[config.mk]
export PLATFORM = sky130hd
export DESIGN_NAME = bfct_reduce
export DESIGN_NICKNAME = d
export VERILOG_FILES = /design/src/sv/bfct_pkg.sv /design/src/sv/bfct_reduce.sv
export SDC_FILE = /design/constraint.sdc
export NUM_CORES = 2
export LEC_CHECK = 0
export BUFFER_PORTS_ARGS = -buffer_cell sky130_fd_sc_hd__buf_4
export CORE_AREA = 2 2 788 790
export CTS_CLUSTER_DIAMETER = 100
export CTS_CLUSTER_SIZE = 20
export DETAILED_ROUTE_END_ITERATION = 12
export DIE_AREA = 0 0 790 792
export GPL_TIMING_DRIVEN = 0
export PLACE_DENSITY = 0.41
export SYNTH_ARGS = -nofsm -noshare
export SYNTH_HDL_FRONTEND = slang
export SYNTH_SLANG_ARGS = --single-unit
[constraint.sdc]
create_clock -name clk -period 71.9 [get_ports clk]
set_clock_uncertainty 0.05 [all_clocks]
set_input_delay 7.19 -clock clk [delete_from_list [all_inputs] [get_ports clk]]
set_output_delay 7.19 -clock clk [all_outputs]
set_load 0.01 [all_outputs]
[src/sv/bfct_pkg.sv]
package bfct_pkg;

  localparam int PLANE_COUNT = 6;

  localparam int PIDX_W  = 3;
  localparam int NORM_W  = 18;
  localparam int COORD_W = 32;
  localparam int PROD_W  = NORM_W + COORD_W;   // Q17.32 product
  localparam int SUM_W   = 53;                 // three products plus scaled offset
  localparam int OFF_SH  = 16;                 // Q16.16 offset to Q16.32
  localparam int IN_W    = 288;
  localparam int OUT_W   = 8;

  typedef logic signed [NORM_W-1:0]  norm_t;
  typedef logic signed [COORD_W-1:0] coord_t;
  typedef logic signed [PROD_W-1:0]  prod_t;
  typedef logic signed [SUM_W-1:0]   sum_t;
  typedef logic [PIDX_W-1:0]         pidx_t;

  typedef enum logic {
    OP_LOAD = 1'b0,
    OP_TEST = 1'b1
  } opcode_t;

  typedef struct packed {
    norm_t  nx;
    norm_t  ny;
    norm_t  nz;
    coord_t off;
  } plane_t;

  // Input tdata layout, last field listed in the lowest bits.
  typedef struct packed {
    logic [IN_W-281-1:0] pad;
    coord_t box_max_z;
    coord_t box_max_y;
    coord_t box_max_x;
    coord_t box_min_z;
    coord_t box_min_y;
    coord_t box_min_x;
    coord_t plane_offset;
    norm_t  normal_z;
    norm_t  normal_y;
    norm_t  normal_x;
    pidx_t  plane_index;
  } in_item_t;

  // Per-plane products: lo = n*min, hi = n*max, axis 0..2 = x, y, z.
  typedef struct packed {
    prod_t [2:0] lo;
    prod_t [2:0] hi;
    coord_t      off;
  } plane_prod_t;

  function automatic norm_t plane_norm(plane_t p, logic [1:0] axis);
    norm_t n;
    case (axis)
      2'd0: n = p.nx;
      2'd1: n = p.ny;
      2'd2: n = p.nz;
      default: n = '0;
    endcase
    return n;
  endfunction

endpackage

[src/sv/bfct_reduce.sv]
module bfct_reduce (
  input  logic                                              clk,
  input  logic                                              rst,
  input  logic                                              in_valid,
  input  bfct_pkg::plane_prod_t [bfct_pkg::PLANE_COUNT-1:0] prods,
  output logic                                              up_ready,
  input  logic                                              out_ready,
  output logic                                              out_valid,
  output logic                                              visible
);
  import bfct_pkg::*;

  logic   v2;
  logic   v3;
  logic   en2;
  logic   en3;
  logic   en_o;
  prod_t  peak [PLANE_COUNT][3];
  coord_t off2 [PLANE_COUNT];
  sum_t   sa   [PLANE_COUNT];
  sum_t   sb   [PLANE_COUNT];
  logic   visible_next;

  assign en_o     = !out_valid || out_ready;
  assign en3      = !v3 || en_o;
  assign en2      = !v2 || en3;
  assign up_ready = en2;

  always_ff @(posedge clk) begin
    if (rst) begin
      v2        <= 1'b0;
      v3        <= 1'b0;
      out_valid <= 1'b0;
    end else begin
      if (en2)  v2        <= in_valid;
      if (en3)  v3        <= v2;
      if (en_o) out_valid <= v3;
    end
  end

  // Farthest corner per axis: the larger of n*min and n*max.
  always_ff @(posedge clk) begin
    if (en2 && in_valid) begin
      for (int p = 0; p < PLANE_COUNT; p++) begin
        for (int a = 0; a < 3; a++) begin
          peak[p][a] <= ($signed(prods[p].lo[a]) > $signed(prods[p].hi[a])) ?
                        prods[p].lo[a] : prods[p].hi[a];
        end
        off2[p] <= prods[p].off;
      end
    end
  end

  // Two partial sums per plane.
  always_ff @(posedge clk) begin
    if (en3 && v2) begin
      for (int p = 0; p < PLANE_COUNT; p++) begin
        sa[p] <= (SUM_W'(off2[p]) <<< OFF_SH) + SUM_W'(peak[p][0]);
        sb[p] <= SUM_W'(peak[p][1]) + SUM_W'(peak[p][2]);
      end
    end
  end

  // Culled if the farthest corner is still outside any plane.
  always_comb begin
    sum_t total;
    visible_next = 1'b1;
    for (int p = 0; p < PLANE_COUNT; p++) begin
      total = sa[p] + sb[p];
      if (total[SUM_W-1]) visible_next = 1'b0;
    end
  end

  always_ff @(posedge clk) begin
    if (en_o && v3) begin
      visible <= visible_next;
    end
  end

endmodule

* Word level (Yosys, flattened, before mapping)
Memories as Yosys holds them, arrays and structs flattened.
Cells that the tools add are included.
** Storage, ports and cells
- Memories kept :: 4
- Bits in latches :: 0
- Output and inout bits :: 3
- Bits of input ports :: 1996
- Logic and storage cells :: 77
- Register bits after elaboration :: 4
- Memory bits (writable) :: 1728
- Memory bits (read-only) :: 0
** Memories
- peak :: words 6, bits a word 150, read ports 6, clocked after Yosys merged registers in 0, wr ports 6, line bfct_reduce.sv:18 : prod_t peak [PLANE_COUNT][3];
- sa :: words 6, bits a word 53, read ports 6, clocked after Yosys merged registers in 0, wr ports 6, line bfct_reduce.sv:20 : sum_t sa [PLANE_COUNT];
- sb :: words 6, bits a word 53, read ports 6, clocked after Yosys merged registers in 0, wr ports 6, line bfct_reduce.sv:21 : sum_t sb [PLANE_COUNT];
- off2 :: words 6, bits a word 32, read ports 6, clocked after Yosys merged registers in 0, wr ports 6, line bfct_reduce.sv:19 : coord_t off2 [PLANE_COUNT];
** Cells by class
- Order comparisons :: 18
- Reductions and logical operators :: 10
- Bitwise operators :: 0
- Shift operators :: 0
- Add/subtract/negate cells :: 18
- Eq/ne operators :: 0
- Divide/modulo/power cells :: 0
- Muxes and demuxes :: 23
- Multiply operators :: 0
** Operators with widths (count)
- $gt A50 B50 Y1 :: 18
- $mux W50 :: 18
- $add A53 B53 Y53 :: 6
- $add A48 B50 Y51 :: 6
- $add A50 B50 Y51 :: 6
- $mux W1 :: 5
- $reduce_or A5 Y1 :: 1
- $logic_and A1 B1 Y1 :: 3
- $logic_not A1 Y1 :: 3
- $logic_or A1 B1 Y1 :: 3

* Depth between registers and ports, before layout
- Word-level depth :: 7
- Depth in mapped cells :: 14
- Mapped depth without buffers :: 12

* Worst setup path after synthesis
OpenSTA, ideal clock, no wires.
- Kind :: in2reg
- Start :: input in_valid
- End :: memory off2[0][0] (netlist bit), enable pin
- Required time :: 68.637 ns
- Data arrival time :: 61.115 ns
- Cell stages on the path :: 2
- Path buffers :: 0
- Setup slack :: 7.522 ns
- Library setup time :: 3.213 ns
- Path through :: inv_1 a31oi_1
** RTL lines
- from (decl) :: line bfct_reduce.sv:4 : input logic in_valid,
- to (decl) :: line bfct_reduce.sv:19

* Final worst setup path
- Start :: input out_ready
- End :: output up_ready
** Between the ends
- Cells in the longest elaborated chain, start to end :: 3
** RTL lines
- from (decl) :: line bfct_reduce.sv:7 : input logic out_ready,
- $logic_or A1 B1 Y1 :: line bfct_reduce.sv:24 : assign en_o = !out_valid || out_ready;
- $logic_or A1 B1 Y1 :: line bfct_reduce.sv:25 : assign en3 = !v3 || en_o;
- $logic_or A1 B1 Y1 :: line bfct_reduce.sv:26 : assign en2 = !v2 || en3;
- to (decl) :: line bfct_reduce.sv:6 : output logic up_ready,
Every way passes these cells.

==> impl_metrics.json <==
{
  "biggest_fanout_along_the_worst_timing_path": 6,
  "setup_repair_after_global_routing_missed_its_margin": "no",
  "switchingPower_mw": 1.16,
  "via_per_inst": 4.32,
  "power_switching_share_pct": 35.3,
  "first_global_vias": 90600,
  "powerDensity_nw_per_um2": 22.3,
  "chipWidth_um": 790,
  "synthDistinctLibCells": 95,
  "worstMarginPinSlew_ps": 1340,
  "relSlewSlack_pct": 9.47,
  "critical_path_start_type": "input port",
  "post_route_cells_drive_above_1_share_pct": 24.5,
  "power.share.clock_pct": 22.8,
  "run_status": "completed",
  "clock-root-buffer": "clkbuf_16",
  "seq_area_frac_synth_pct": 44.2,
  "average_wire_per_standard_cell_um": 26.6,
  "setup.reg_to_reg.worst_slack_ps": 66480,
  "rr_startpoint": "sa[3][1]$_DFFE_PP_",
  "num-fill-cells": 66300,
  "initial_utilization_pct": 18.8,
  "syn-mean-instance-area_um2": 11.2,
  "post_cts_buffers": 0,
  "fp-row-count": 289,
  "synth_top_area_share_pct": 44.1,
  "antenna_left": 0,
  "power.share.combinational_pct": 36.5,
  "r2r_cells": 11,
  "tritoncts_num_sinks": 1708,
  "cts_max_path_buffers": 4,
  "worst_setup_hold_path_clk_slew_ps": 90,
  "groute.usage.overall_pct": 17.0,
  "sum_of_met2_wire_segment_lengths_after_detailed_routing_um": 289000,
  "met1Wirelength_um": 218000,
  "max-cap-violations": 0,
  "tritoncts": "done",
  "gp_routability_congestion": 0.928,
  "dr_total_vias": 90400,
  "finalHoldViolations": 0,
  "synth_area_um2": 116000,
  "maxSlewViolCount": 0,
  "cp_data_required_time_ps": 64660,
  "cts_hold_buffers": 0,
  "nNetsFinal": 16300,
  "cp-startpoint": "out_ready",
  "fin_crit_ps": 15510,
  "criticalPathCategory": "input port to output pin",
  "drt_wl_total_um": 558000,
  "report.final.setup_viol": 0,
  "net_count_after_synthesis": 14100,
  "drcViolationCount": 0,
  "cts.htree.levels": 3,
  "top_level_ports": 1999,
  "core-area_um2": 618000,
  "synth_edf_count": 1705,
  "max_clock_freq_mhz": 64.5,
  "synthesis.instances": 10400,
  "drt_pre_antenna_iters": 5,
  "irDropWorstVdd_mv": 0.0242,
  "synth.ff_latch_count": 1708,
  "cts_bufs_inserted": 123,
  "worstReg2RegEnd": "visible$_SDFFCE_PP0P_",
  "antenna_found_initial": 276,
  "io_buffers": 1998,
  "detailed_place_hpwl_um": 492000,
  "holdPathEnd": "sa[0][13]$_DFFE_PP_",
  "synth-warning-count": 0,
  "grt_overflow": 0,
  "met3_wirelength_um": 28300,
  "detail_route.iter0.violations": 6150,
  "die_height_um": 792,
  "netlist_top_cells_area": "edfxtp_1 (44%), ha_1 (18%), mux2_2 (6.8%)",
  "leakage_nw": 64.8,
  "fin_crit_sh_pct": 21.6,
  "final_core_utilization_pct": 23.9,
  "dominantRegCellSynth": "edfxtp_1",
  "cts_resized": 0,
  "worstSkewPairLatency_ps": 950,
  "synthArstFlopShare_pct": 0,
  "intPower_mw": 2.13,
  "worst_hold_path_type": "flop to flop",
  "critical_path_arrival_ps": 8270,
  "floorplan.die_area_um2": 626000,
  "critPathCaptureType": "output pin",
  "hold_path_startpoint": "peak[0][113]$_DFFE_PP_",
  "top_layer_used": "met5",
  "maximum_number_of_pins_on_one_net_before_global_route_repair": 30,
  "layout-area-overhead-vs-synth_pct": 27.3,
  "setup_total_negative_slack_ps": 0,
  "hold_depth": 0,
  "grt_first_pass_wirelength_um": 743000,
  "synth_top_area_cell": "edfxtp_1",
  "pwr-share-seq_pct": 40.7
}
-- synthesized netlist by cell type (13+ instances only) --
cell	count
a21boi_0	19
edfxtp_1	1705
nand2b_1	69
and3_1	71
o21bai_1	74
or3_1	26
a31o_2	20
ha_1	1704
a21oi_1	779
o31a_1	14
nand3_1	125
a211o_1	19
o2111ai_1	15
clkbuf_1	152
o21ai_0	596
a211oi_1	87
xnor2_1	302
mux2_2	699
nand4_1	325
a221oi_1	23
nor2b_1	80
or2_2	19
nand2_1	495
a21o_1	777
o211ai_1	55
mux2i_1	13
nor4_1	25
a31oi_1	53
nor2_1	398
and4_1	25
a2111oi_0	18
buf_2	17
o22ai_1	15
xor2_1	142
o31ai_1	19
and2_1	20
nor3_1	71
o21a_1	68
inv_1	1042
-- worst max-delay path by stage --
stage,to,slack (ps),cells after the start
detailed placement,up_ready,56410,4
floorplan,off2[0][0]$_DFFE_PP_,7520,2
global route,up_ready,56320,4
finish,up_ready,56390,4
CTS,up_ready,56410,4
global placement,peak[2][52]$_DFFE_PP_,-26620,3
-- power groups by stage --
stage	Combinational (mW)	Sequential, mW	Clock [mW]
after floorplan	0.724	1.43	0
after global placement	1.20	1.53	0
after detailed placement	1.21	1.36	0
after CTS	1.22	1.34	0.785
after global routing	1.33	1.35	0.812
final	1.20	1.34	0.749
-- per-stage QoR --
| stage | total power, mW | instance area (um^2) | instances | hold WS, ps | setup slack [ps] |
|---|---|---|---|---|---|
| detailed placement | 2.58 | 143000 | 20600 | 355 | 56410 |
| floorplan | 2.16 | 116000 | 10400 | 350 | 7520 |
| CTS | 3.35 | 147000 | 20800 | 346 | 56410 |
| global route | 3.49 | 148000 | 20900 | 377 | 56320 |
| global placement | 2.72 | 141000 | 20500 | 351 | -26620 |
| finish | 3.29 | 148000 | 20900 | 361 | 56390 |
-- critical path, cell delays in order --
cell,delay [ps]
buf_4,130
nor2b_1,510
nand3_1,210
buf_4,220
-- metal layers --
layer / global-route usage (%) / vias to the layer above
met2: 31.8 / 2413
met5: 0 / -
met4: 5.74 / 84
met3: 2.91 / 770
met1: 19.5 / 43700
li1: - / 43500
-- sequential cells by signal (all words and copies together), names as in the netlist --
register,flops
off2,192
out_valid,1
peak,900
sa,306
sb,306
v2,1
v3,1
visible,1
-- final cells by class --
class                           count  area, um^2  area share, %
Multi-Input combinational cell   7437       60200           40.8
Sequential cell                  1708       51300           34.7
Timing Repair Buffer             2098       17100           11.6
Tap cell                         8148       10200           6.90
Inverter                         1042        3910           2.65
Clock buffer                      131        3110           2.10
Clock inverter                     61         807          0.546
Buffer                            182         733          0.496
Antenna cell                      131         328          0.222
-- placed cells by master, fill, tap and decap left out, drive strengths merged, types with 283 or more instances in the layout --
cell / netlist / final
nand4: 325 / 325
a21oi: 779 / 779
nand2: 495 / 495
xnor2: 302 / 302
buf: 30 / 2128
inv: 1042 / 1068
ha: 1704 / 1704
o21ai: 606 / 606
edfxtp: 1705 / 1705
nor2: 399 / 399
clkbuf: 152 / 283
mux2: 706 / 706
a21o: 778 / 778
-- cells by family (layout without fill, tap and decap cells) --
group | Yosys count | after routing | synth area share [%]
buf+inv | 1224 | 3514 | 3.99
simple gates | 1780 | 1780 | 7.56
flops | 1708 | 1708 | 44.2
other cells | 0 | 131 | 0
fa+ha+maj | 1716 | 1716 | 18.6
compound gates | 2778 | 2778 | 15.4
mux | 719 | 719 | 6.96
xor+xnor | 444 | 444 | 3.35
Power figures use the tool's default switching activity.
